### config.mk
export PLATFORM = sky130hd
export DESIGN_NAME = rbpa_cfg_regs
export DESIGN_NICKNAME = d
export VERILOG_FILES = /design/src/rtl/core/rbpa_pkg.sv /design/src/rtl/core/rbpa_cfg_regs.sv
export SDC_FILE = /design/constraint.sdc
export NUM_CORES = 1
export LEC_CHECK = 0
export BUFFER_PORTS_ARGS = -buffer_cell sky130_fd_sc_hd__clkbuf_2
export CAP_MARGIN = 20
export CELL_PAD_IN_SITES_DETAIL_PLACEMENT = 1
export CELL_PAD_IN_SITES_GLOBAL_PLACEMENT = 2
export CORE_UTILIZATION = 36
export CTS_BUF_LIST = sky130_fd_sc_hd__clkbuf_4 sky130_fd_sc_hd__clkbuf_8 sky130_fd_sc_hd__clkbuf_16
export DETAILED_ROUTE_END_ITERATION = 10
export PLACE_DENSITY_LB_ADDON = 0.25
export SLEW_MARGIN = 30
export SYNTH_ARGS = -nofsm -noshare
export SYNTH_HDL_FRONTEND = slang
export SYNTH_SLANG_ARGS = --single-unit
### constraint.sdc
create_clock -name clk_i -period 4.09 [get_ports clk_i]
set_input_delay 0.6135 -clock clk_i [delete_from_list [all_inputs] [get_ports clk_i]]
set_output_delay 0.6135 -clock clk_i [all_outputs]
set_load 0.005 [all_outputs]
### src/rtl/core/rbpa_pkg.sv
// Shared types and constants of the region bitmap page allocator.
`timescale 1ns / 1ps

package rbpa_pkg;

  // Fixed field widths.
  localparam int AddrW    = 48;
  localparam int PagesW   = 13;
  localparam int FuncW    = 2;

  // Bitmap words hold 64 pages each.
  localparam int WordBits = 64;
  localparam int WordSelW = 6;

  // Page counts are rounded down to a multiple of this group size.
  localparam int PageGroup = 8;

  // The register file always holds four areas.
  localparam int RegAreas = 4;
  localparam int AreaIdxW = 2;

  // Register port geometry: eight 64-bit registers at 8-byte spacing.
  localparam int CfgAw = 6;
  localparam int CfgDw = 64;
  localparam int RegIdxW = 3;
  localparam logic [RegIdxW-1:0] RegFirstPages = 3'd4;

  // Request kinds.
  localparam logic [FuncW-1:0] FuncFind  = 2'd0;
  localparam logic [FuncW-1:0] FuncClaim = 2'd1;
  localparam logic [FuncW-1:0] FuncFree  = 2'd2;

  typedef struct packed {
    logic [FuncW-1:0] func;
    logic [AddrW-1:0] page_address;
  } in_beat_t;

  typedef struct packed {
    logic             hit;
    logic [AddrW-1:0] result_address;
  } out_beat_t;

  typedef struct packed {
    logic [AddrW-1:0]  base;
    logic [PagesW-1:0] pages;
  } area_cfg_t;

  // Operands of the shared address adder.
  typedef struct packed {
    logic [AddrW-1:0] op_a;
    logic [AddrW-1:0] op_b;
    logic             sub;
  } addr_op_t;

endpackage

### src/rtl/core/rbpa_cfg_regs.sv
// Register file of area bases and page counts behind the APB-style port.
`timescale 1ns / 1ps

module rbpa_cfg_regs
  import rbpa_pkg::*;
(
  input  logic                                clk_i,
  input  logic                                rst_ni,
  input  logic                                psel,
  input  logic                                penable,
  input  logic                                pwrite,
  input  logic [CfgAw-1:0]                    paddr,
  input  logic [CfgDw-1:0]                    pwdata,
  output logic [CfgDw-1:0]                    prdata,
  output logic                                pready,
  output area_cfg_t [RegAreas-1:0]            area_cfg_o
);

  area_cfg_t [RegAreas-1:0] cfg_q;
  logic [RegIdxW-1:0]       reg_idx;
  logic [AreaIdxW-1:0]      area_sel;
  logic                     wr_en;

  assign pready   = 1'b1;
  assign reg_idx  = paddr[CfgAw-1:CfgAw-RegIdxW];
  assign area_sel = reg_idx[AreaIdxW-1:0];
  assign wr_en    = psel & penable & pwrite & pready;

  // Registers are written in the access phase of a write.
  always_ff @(posedge clk_i or negedge rst_ni) begin
    if (!rst_ni) begin
      cfg_q <= '0;
    end else if (wr_en) begin
      if (reg_idx < RegFirstPages) begin
        cfg_q[area_sel].base <= pwdata[AddrW-1:0];
      end else begin
        cfg_q[area_sel].pages <= pwdata[PagesW-1:0];
      end
    end
  end

  // Read data is the selected register, zero-extended.
  always_comb begin
    if (reg_idx < RegFirstPages) begin
      prdata = CfgDw'(cfg_q[area_sel].base);
    end else begin
      prdata = CfgDw'(cfg_q[area_sel].pages);
    end
  end

  assign area_cfg_o = cfg_q;

endmodule

==> impl_metrics.tcl <==
set metrics [dict create \
    grt_max_degree 120 \
    cts_tree "yes" \
    setup-tns-final_ps 0 \
    hp-class "input port to flip-flop" \
    pwr-share-comb_pct 22.1 \
    drtAntennaViolNets 0 \
    status "finished clean" \
    clock_sinks 244 \
    dp.cells 1443 \
    drive_gt1_share_pct 67.4 \
    ys_top_cells_by_count "264 x mux2_2, 244 x dfrtp_1, 39 x mux4_2" \
    ys_top_cells_by_area "dfrtp_1 55%, mux2_2 27%, mux4_2 7.9%" \
    power_frac_seq_pct 43.6 \
    yosysTopAreaCell "dfrtp_1" \
    insertion_delay_ps 540 \
    antennaDiodeCount 0 \
    fillers 3174 \
    fin_skew_ps 0 \
    netlist_instances 723 \
    dp_hpwl_mm 23.4 \
    routedWlPerCell_um 22.8 \
    maxCapViolCount 0 \
    ys_seq_area_share_pct 54.8 \
    path_max_fanout 32 \
    yosysWarnings 0 \
    final_nets 1155 \
    area_growth_pct 28.5 \
    critPathCaptureType "output pin" \
    post_drt_via_cell_ratio 5.14 \
    seq_area_um2 6110 \
    worst_pin_slew_ps 897 \
    syn_area_per_cell_um2 15.4 \
    multi_input_area_um2 4730 \
    first_pass_iters 4 \
    num_vias 7698 \
    core_um2 30500 \
    die-area_um2 31600 \
    first_global_vias 8313 \
    synth_seq_cells 244 \
    crit_buf_inv 3 \
    syn_area_um2 11100 \
    fin_crit_sh_pct 81.5 \
    synth_cell_types 33 \
    path_delay_family "buffers and inverters" \
    max_stage_delay_ps 660 \
    place_congestion 0.762 \
    fin_crit_ps 3330 \
    hold_viol_final 0 \
    p_int_mw 5.40 \
    power_density_nw_per_um2 523 \
    maxSlewViolCount 0 \
    leakagePower_nw 7.08 \
    grt_pass1_wl_mm 51.7 \
    drtIter0Drc 249 \
    io_pins 384 \
    largest_register_ffs 244 \
    cts_buffers 29 \
    wl_mm 34.2 \
    critPathLaunchType "input port" \
    fp.dieW_um 178 \
    slew_headroom_pct 40.2 \
    rows 64 \
    rsz0062_at_grt "false" \
    start_util_pct 36.5 \
    clock-root-buffer "clkbuf_16" \
    antenna_found_initial 0 \
    path_clk_slew_ps 60 \
    switching_share_pct 27.8 \
    power_switching_mw 2.08 \
    critical_path.slowest_cell "buf_2" \
    htree_levels 1 \
    synth_ff_type "dfrtp_1" \
    crit_required_ps 3480 \
    synth.most_common_cell "mux2_2" \
    portBuffers 347 \
    synth_top_area_share_pct 54.8 \
    peakVddDrop_mv 0.275 \
    clock_path_buffers 3 \
    crit_type "input port to output pin" \
    cp_cell_sequence "buf_2, buf_4, mux4_2, mux2_2, clkbuf_2" \
    setup_viol 0 \
    die_h_um 178 \
    grt-ovfl-total 0 \
    grtUsageTotal_pct 21.7 \
    async_reset_ff_share_pct 100 \
    final_cells 1498 \
    drc 0 \
    timing.fmax_mhz 300 \
    power_frac_clock_pct 34.2 \
    cp.arrival_ps 2720 \
    synth-edff-count 0 \
]
==> kinds of logic (layout without fill, tap and decap cells) <==
family	count (synthesis)	in the layout	synth area share (%)
flip-flops	244	244	54.8
AO/OA/AOI/OAI	32	32	2.25
multiplexers	318	318	36.0
AND/OR/NAND/NOR	64	64	3.43
buffers and inverters	63	427	3.45
other	2	17	0.0675
==> final timing paths <==
check / endpoint / start / slack (ps) / depth (start not counted)
min in group asynchronous: area_cfg_o[56] / rst_ni / 590 / 2
max in group asynchronous: area_cfg_o[11] / rst_ni / 2450 / 4
worst max register to register: area_cfg_o[232] / area_cfg_o[232] / 3280 / 1
worst min-delay path: area_cfg_o[148] / pwdata[13] / 350 / 2
worst min register to register: area_cfg_o[40] / area_cfg_o[40] / 520 / 1
worst max-delay path: prdata[12] / paddr[4] / 760 / 5
==> metal layers <==
metal | share of wire (%) | GRT usage (%)
met5 | 0 | 0
met4 | 2.1 | 5.20
met3 | 7.4 | 6.36
met2 | 49 | 35.9
met1 | 41 | 27.8
==> layout by cell type, fill, tap and decap left out, types with 5 or more instances in the layout <==
| cell | instances |
|---|---|
| a2bb2oi_1 | 5 |
| nor2_1 | 6 |
| conb_1 | 17 |
| clkbuf_8 | 8 |
| clkbuf_4 | 6 |
| nor2b_1 | 36 |
| mux2i_1 | 14 |
| clkbuf_2 | 344 |
| dfrtp_1 | 244 |
| mux2_2 | 264 |
| a211oi_1 | 5 |
| o22ai_1 | 12 |
| buf_4 | 24 |
| clkbuf_16 | 29 |
| clkinv_2 | 6 |
| mux4_2 | 39 |
==> cell type report <==
type                            count  area share, %
Sequential cell                   244           42.7
Tap cell                          396           3.46
Clock inverter                     10          0.604
Timing Repair Buffer              374           14.0
Clock buffer                       43           6.16
Multi-Input combinational cell    431           33.1
==> per-stage QoR <==
stage	hold WS (ps)	total power [mW]	setup slack (ps)	area (um^2)	utilization, %
floorplan	318	4.05	1660	11200	-
global placement	508	4.94	764	13300	43.6
detailed placement	506	4.99	738	13300	43.6
CTS	200	7.60	748	14300	46.8
global route	330	7.89	682	14300	46.9
finish	350	7.48	756	14300	46.9
==> power groups by stage <==
stage	combinational [mW]	clock [mW]	sequential, mW
3_5_place_dp	1.68	0	3.31
3_3_place_gp	1.65	0	3.29
4_1_cts	1.69	2.64	3.27
2_1_floorplan	0.783	0	3.26
5_1_grt	1.82	2.73	3.34
6_report	1.66	2.56	3.27
==> timing repair <==
action                                  4_1_cts  5_1_grt
gates resized for setup                       0        0
buffers inserted                              0        0
endpoints found under the hold margin         0        1
endpoints found under the setup margin        0        0
hold buffers                                  0        1
(Power assumes the default switching activity.)
