### config.mk
export PLATFORM = sky130hd
export DESIGN_NAME = rbpa_addr_unit
export DESIGN_NICKNAME = d
export VERILOG_FILES = /design/src/rtl/core/rbpa_pkg.sv /design/src/rtl/core/rbpa_addr_unit.sv
export SDC_FILE = /design/constraint.sdc
export NUM_CORES = 1
export LEC_CHECK = 0
export BUFFER_PORTS_ARGS = -buffer_cell sky130_fd_sc_hd__buf_2
export CORE_MARGIN = 2
export CORE_UTILIZATION = 54
export DETAILED_ROUTE_END_ITERATION = 10
export PLACE_DENSITY_LB_ADDON = 0.1
export RECOVER_POWER = 25
export SLEW_MARGIN = 20
export SYNTH_ARGS = -nofsm -noshare
export SYNTH_HDL_FRONTEND = slang
export SYNTH_SLANG_ARGS = --single-unit
export TNS_END_PERCENT = 10
### constraint.sdc
create_clock -name vclk -period 7.3
set_input_delay 0.365 -clock vclk [all_inputs]
set_output_delay 0.365 -clock vclk [all_outputs]
set_load 0.01 [all_outputs]
### src/rtl/core/rbpa_pkg.sv
// Shared types and constants of the region bitmap page allocator.
`timescale 1ns / 1ps

package rbpa_pkg;

  // Fixed field widths.
  localparam int AddrW    = 48;
  localparam int PagesW   = 13;
  localparam int FuncW    = 2;

  // Bitmap words hold 64 pages each.
  localparam int WordBits = 64;
  localparam int WordSelW = 6;

  // Page counts are rounded down to a multiple of this group size.
  localparam int PageGroup = 8;

  // The register file always holds four areas.
  localparam int RegAreas = 4;
  localparam int AreaIdxW = 2;

  // Register port geometry: eight 64-bit registers at 8-byte spacing.
  localparam int CfgAw = 6;
  localparam int CfgDw = 64;
  localparam int RegIdxW = 3;
  localparam logic [RegIdxW-1:0] RegFirstPages = 3'd4;

  // Request kinds.
  localparam logic [FuncW-1:0] FuncFind  = 2'd0;
  localparam logic [FuncW-1:0] FuncClaim = 2'd1;
  localparam logic [FuncW-1:0] FuncFree  = 2'd2;

  typedef struct packed {
    logic [FuncW-1:0] func;
    logic [AddrW-1:0] page_address;
  } in_beat_t;

  typedef struct packed {
    logic             hit;
    logic [AddrW-1:0] result_address;
  } out_beat_t;

  typedef struct packed {
    logic [AddrW-1:0]  base;
    logic [PagesW-1:0] pages;
  } area_cfg_t;

  // Operands of the shared address adder.
  typedef struct packed {
    logic [AddrW-1:0] op_a;
    logic [AddrW-1:0] op_b;
    logic             sub;
  } addr_op_t;

endpackage

### src/rtl/core/rbpa_addr_unit.sv
// Shared 48-bit add/subtract unit used for range checks and page addresses.
`timescale 1ns / 1ps

module rbpa_addr_unit
  import rbpa_pkg::*;
(
  input  addr_op_t         op_i,
  output logic [AddrW:0]   sum_o
);

  logic [AddrW:0] b_ext;

  // Subtraction is a plus the inverted b plus one; bit 48 then flags a borrow.
  assign b_ext = op_i.sub ? ~{1'b0, op_i.op_b} : {1'b0, op_i.op_b};
  assign sum_o = {1'b0, op_i.op_a} + b_ext + (AddrW + 1)'(op_i.sub);

endmodule

==> results.txt, run 1 <==
The wire length of the first global-routing pass came out at approximately 14000 µm. The vertical extent of the die is 80.5 µm. The number of max-cap violations is 0. Once placement finished, the instance area stood at roughly 3900 µm². The number of ports placed on the die boundary is about 150. The post-route minimum period came out at 4.68 ns.

The headroom to the max-slew limit came out at 35.3%. The sum of overflow across all layers after global routing came out at 0. The element type at the critical path start is a primary input. Sorting the synthesized cells by how often they occur yields xor2_1 (61), a21oi_1 (56), ha_1 (50). The number of inserted diodes is 0. Global routing used between 20% and 30% of the available tracks across all layers. The post-CTS setup repair buffer count is 0. The number of fillers in the final layout came out at just over 500. The routed wire length per instance came out at between 10 and 15 µm. The count of final hold-check violations is 0.

The critical path's largest stage delay came out at 0.70 ns. The post-route clock period utilization came out at around 64%. At the worst endpoint, the required time is about 7 ns. The critical path's slowest cell is clkbuf_1. The setup violation total in the final timing report came out at 0. The total number of vias is between 3000 and 4000. STA puts the critical path data arrival time at around 4.3 ns. Routed signal wires occupy layers up through met4. The run finished with clean final reports. The DRC marker count from the first detailed-route iteration came out at 177. The floorplan core area is between 5000 and 6000 µm².

The number of nets produced by synthesis came out at 597. The final instance area is roughly 3900 µm². The type of the setup path with the least slack is primary input to primary output. By instance count, the cell type seen most on the critical path is xor2_1. The number of routed nets with antenna violations is 0. The sequential fraction of the synthesis area came out at 0%.

Relative to the synthesized area, the layout overhead comes to 23.1%. For this run, the post-layout net count is 726. The signal on the critical path passes through clkbuf_1 -> buf_4 -> xor2_1 -> ha_1 -> nand2_1 -> o21ai_0 -> a21oi_1 -> nor2_1 -> nand4_2 -> a2111oi_2 -> o21ai_2 -> a41oi_2 -> xor2_1 -> buf_2. The initial standard-cell utilization of the core came out at about 57%.

Summing every instance area after synthesis gives around 3200 µm². The sequential cell count is 0. The worst-path maximum fanout is 35. The share of synthesized area in the top cell type comes to between 15 and 20%. The measured slew at the worst slew-check pin is slightly below 1 ns. The die footprint came out at around 6500 µm².

The number of input and output port buffers inserted came out at around 150. The number of instances in the placed design came out at 648. The detailed router put a total of 3820 µm of wire on met1.

The worst hold slack across all endpoints is around 1 ns. For this block, the routed nets add up to approximately 8700 µm of wire. Summed over all nets, wire length on met3 after detailed routing comes to 683 µm.

The total count of max-transition violations in the final report came to 0. The synthesized netlist contains 54 unique library cells. The maximum number of pins on one net before global-route repair is 36. The highest clock rate is roughly 210 MHz. The number of DRC violations after detailed routing came out at 0. At the end of routability-driven placement, the weighted congestion stood at about 0.94.

The share of final-layout standard cells stronger than drive strength 1 came out at around a quarter. The post-route non-filler standard cell count came out at 648. For this run, the detailed router's first-pass iteration total came to 5. The placement row count came out at 27. The number of gates resized after cts came out at 0. The static leakage is ~0.0020 µW. After routing, the total negative slack on setup checks comes to 0 ns. The kind of capture point of the worst setup path is a primary output.

Yosys instantiated no cell more often than xor2_1. In this run the mean area of a mapped cell was between 7 and 8 µm². Setup repair after global routing left no endpoint under its margin.

For this design, the CTS-stage hold fixing added 0 buffers. The horizontal die dimension came out at between 80 and 90 µm. The tightest min-delay check is of the primary input to primary output type. ha_1 takes more of the synthesized area than any other cell. The power per cell area is ~150 nW/µm². The via count of the first global-routing pass came out at 3357.

The HPWL after detailed placement is about 7500 µm. Across the whole layout, storage elements account for 0 µm². The maximum vdd ir drop is 0.0000957 V. The number of antenna violations at the first check in global routing is 0.

The number of warning messages in the yosys log is 0. Sorting the synthesized cells by area gives the leading types as ha_1 (20%), xor2_1 (17%), xnor2_1 (9.4%). Counting the clock-network buffers in the layout gives 0. The detailed-routed wire length on met2 came out at 4100 µm. The number of standard cells after synthesis is approximately 450.

The ratio of routed vias to standard cells is between 5 and 6.
-- cells by family after synthesis --
| kind of cell | Yosys count | share of synthesized area [%] |
|---|---|---|
| AND/OR/NAND/NOR | 112 | 16.7 |
| adder cells (fa/ha/maj) | 51 | 20.4 |
| XOR/XNOR | 95 | 26.3 |
| AO/OA/AOI/OAI | 154 | 31.9 |
| multiplexers | 1 | 0.317 |
| buffers and inverters | 36 | 4.43 |
-- where the power goes --
part           leakage [µW]  internal [µW]  switching, µW  total (µW)
clock network             0              0              0           0
logic               0.00195            242            327         569
registers                 0              0              0           0
-- stage by stage --
step	worst slack (ns)	total power (µW)	utilization [%]
6_report	2.62	569	69.9
5_1_grt	2.36	627	69.9
4_1_cts	3.06	571	70.1
3_5_place_dp	3.10	567	70.1
3_3_place_gp	3.24	561	70.1
2_1_floorplan	3.34	390	-
-- metal layers --
metal,up-vias,track usage (%)
met5,-,0
li1,1873,-
met2,172,46.4
met4,0,4.07
met3,14,1.57
met1,1667,33.8
-- path summary, 6_finish.rpt --
path | from | endpoint | cells past startpoint
worst min-delay path | op_i[49] | sum_o[0] | 3
worst max-delay path | op_i[0] | sum_o[47] | 14
-- final cells by class --
| type | count | area, µm² | share of cell area [%] |
|---|---|---|---|
| multi-input cells | 413 | 3020 | 77.5 |
| repair buffers | 147 | 726 | 18.6 |
| well taps | 72 | 90.1 | 2.31 |
| inverters | 16 | 60.1 | 1.54 |
-- cell usage in the layout (no fill, tap or decap), types with 2 or more instances in the layout --
cell and instances:
o211ai_1 3, a21o_1 20, nand2_1 38, nor2_1 32
a31oi_1 7, clkbuf_1 10, buf_2 136, nand3_1 4
xnor2_1 34, o21bai_1 7, nand2b_1 3, xor2_1 61
o21ai_1 2, o21a_1 6, o31ai_1 2, ha_1 50
nor2b_1 4, and2_1 2, o21ai_0 28, a211oi_1 3
and4_1 3, a21oi_1 56, inv_1 16, nor3_1 7
nand4_1 14
-- worst max-delay path: cells and delay by family --
family / cells / cell delay, ns
buffers and inverters: 3 / 1.46
AOI/OAI and AO/OA: 5 / 1.18
and+or+nand+nor: 3 / 0.59
adders and majority gates: 1 / 0.37
xor gates and xnor gates: 2 / 0.34
(Power assumes the default switching activity.)
==> run 2, diff against run 1 <==
CORE_UTILIZATION = 45   (was 54)
clock period = 4.2 ns   (was 7.3 ns; I/O delays follow)
==> results.txt, run 2 (synthesis gave the netlist of run 1 again) <==
Entering global routing, the biggest net connects 21 pins. Setup repair after global routing left no endpoint under its margin. The critical path is of the primary input to primary output type. The aggregate global-route resource usage is 22.5%. The post-route clock period utilization is between 80% and 90%.

VDD sags by at most approximately 0.00012 V. The highest clock rate is between 200 and 300 MHz. The DRC marker count from the first detailed-route iteration is about 140. The post-layout net count is 728. The post-route non-filler standard cell count came out at 674. The most prevalent standard cell on the critical path is buf_2.

The routed wire length per instance came out at around 13 µm. The measured slew at the worst slew-check pin is around 0.51 ns. The HPWL after detailed placement came out at 7760 µm. The total count of max-transition violations in the final report came to 0.

The number of max-cap violations came out at 0. The worst path needs roughly 3.7 ns of the cycle, external delays included. The ratio of routed vias to standard cells came out at around 5.4.

The number of optimization iterations in the first detailed-route pass came out at 4. The number of hold buffers added after cts came out at 0. The number of input and output port buffers inserted came out at between 100 and 150. The static leakage is 0.00196 µW. The endpoint of the worst hold-timing path is sum_o[0]. The wire length of the first global-routing pass is 14700 µm. Headroom to the max-slew limit came out at 65.9%. The number of clock-tree buffers in the layout came out at 0. Dividing total power by cell area gives a power density of 252 nW/µm². In this run the horizontal extent of the chip is 87.8 µm. The number of ports placed on the die boundary is about 150.

The sequential cell count is 0. The tightest min-delay check is of the primary input to primary output type. The setup violation total in the final timing report came out at 0. The kind of cell with the highest combined delay along the critical path is compound AO/OA/AOI/OAI gates. The element type at the critical path start is a primary input. The floorplan core area is ~6800 µm². The worst hold path begins at op_i[49].

The die is 87.8 µm tall. The number of antenna violations at the first check in global routing is 0. Summed over all failing endpoints, the final setup total negative slack is 0 ns. The critical path's largest stage delay is 0.47 ns.

The area growth from synthesis to layout is 24.6%. Data on the critical path arrives at its endpoint at 3.51 ns. The via count of the first global-routing pass was ~3400. In the layout the commonest cells are buf_2 (136), xor2_1 (61), a21oi_1 (56), ha_1 (50), nand2_1 (38). The worst-path maximum fanout is 13. Of the cells placed in the final design, the portion with a size suffix greater than 1 is 26.1%. 0 antenna diodes ended up in the layout. The detailed router placed about 3600 vias in this run. The library cell used most frequently in the layout, excluding fill and tap cells, is buf_2. The number of instances in the placed design came out at between 600 and 700. The wire length after detailed routing is between 9000 and 10000 µm. The slowest stage of the critical path belongs to the cell o41ai_2. The number of routed nets with antenna violations is 0.

Walking the worst path, the cells encountered are buf_2 -> xor2_1 -> inv_1 -> fa_1 -> nor2b_1 -> o2111ai_1 -> a31oi_2 -> o31ai_2 -> a31oi_4 -> a21oi_2 -> o41ai_2 -> a31oi_1 -> xnor2_1 -> buf_2. The sum of overflow across all layers after global routing is 0. The flow ran to the end, and the final reports show no timing, DRC or antenna violations.

After clock tree synthesis, the setup repair step added 0 buffers. In this run, post-CTS repair resized a total of 0 instances. STA classifies the critical path endpoint as a primary output. The critical path contains buffers and inverters numbering 3 combined. The final estimated routing congestion in global placement came out at approximately 0.90. The data required time of the critical path came out at 3.99 ns. Summing all flip-flop and latch instances after layout gives 0 µm². The count of final hold-check violations is 0. The cell depth of the worst hold path came out at 3. The placement row count is 30. The number of DRC violations after detailed routing is 0. The die footprint came out at slightly below 8000 µm². The initial standard-cell utilization of the core came out at between 40 and 50%.
-- run 2: cell types whose count changed in the layout (fill, tap and decap cells not counted), sizes merged --
cell | before | now
buf | 137 | 139
-- run 2: how the worst max path moves through the flow --
stage | start | end | cells after the start
3_3_place_gp | op_i[0] | sum_o[48] | 14
5_1_grt | op_i[0] | sum_o[48] | 14
6_report | op_i[0] | sum_o[48] | 14
4_1_cts | op_i[0] | sum_o[48] | 14
2_1_floorplan | op_i[0] | sum_o[44] | 15
3_5_place_dp | op_i[0] | sum_o[48] | 14
-- run 2: routing by layer --
metal | GRT usage (%) | vias to the layer above | share of wire [%] | wire length [µm]
met3 | 0.943 | 2 | 5.8 | 528
li1 | - | 1879 | - | -
met4 | 1.12 | 0 | 0.20 | 18
met1 | 30.3 | 1631 | 46 | 4170
met2 | 41.5 | 116 | 48 | 4360
met5 | 0 | - | 0 | 0
-- run 2: final cells by class --
| type | count | area, µm² |
|---|---|---|
| Fill cell | 682 | 2860 |
| Inverter | 16 | 60.1 |
| Multi-Input combinational cell | 413 | 3020 |
| Tap cell | 96 | 120 |
| Timing Repair Buffer | 149 | 741 |
-- run 2: power breakdown --
group	switching [µW]	total (µW)	leakage (µW)	internal, µW
logic	570	991	0.00196	421
registers	0	0	0	0
clock network	0	0	0	0
-- run 2: through the flow --
| stage | power [µW] | setup slack, ns | cell area (µm²) | util [%] | hold slack (ns) |
|---|---|---|---|---|---|
| detailed placement | 995 | 0.539 | 3960 | 58.2 | 0.705 |
| global route | 1090 | 0.234 | 3940 | 58.0 | 0.711 |
| global placement | 986 | 0.648 | 3960 | 58.2 | 0.703 |
| CTS | 1000 | 0.506 | 3960 | 58.2 | 0.708 |
| floorplan | 677 | 0.551 | 3160 | - | 0.496 |
| finish | 991 | 0.478 | 3940 | 58.0 | 0.697 |
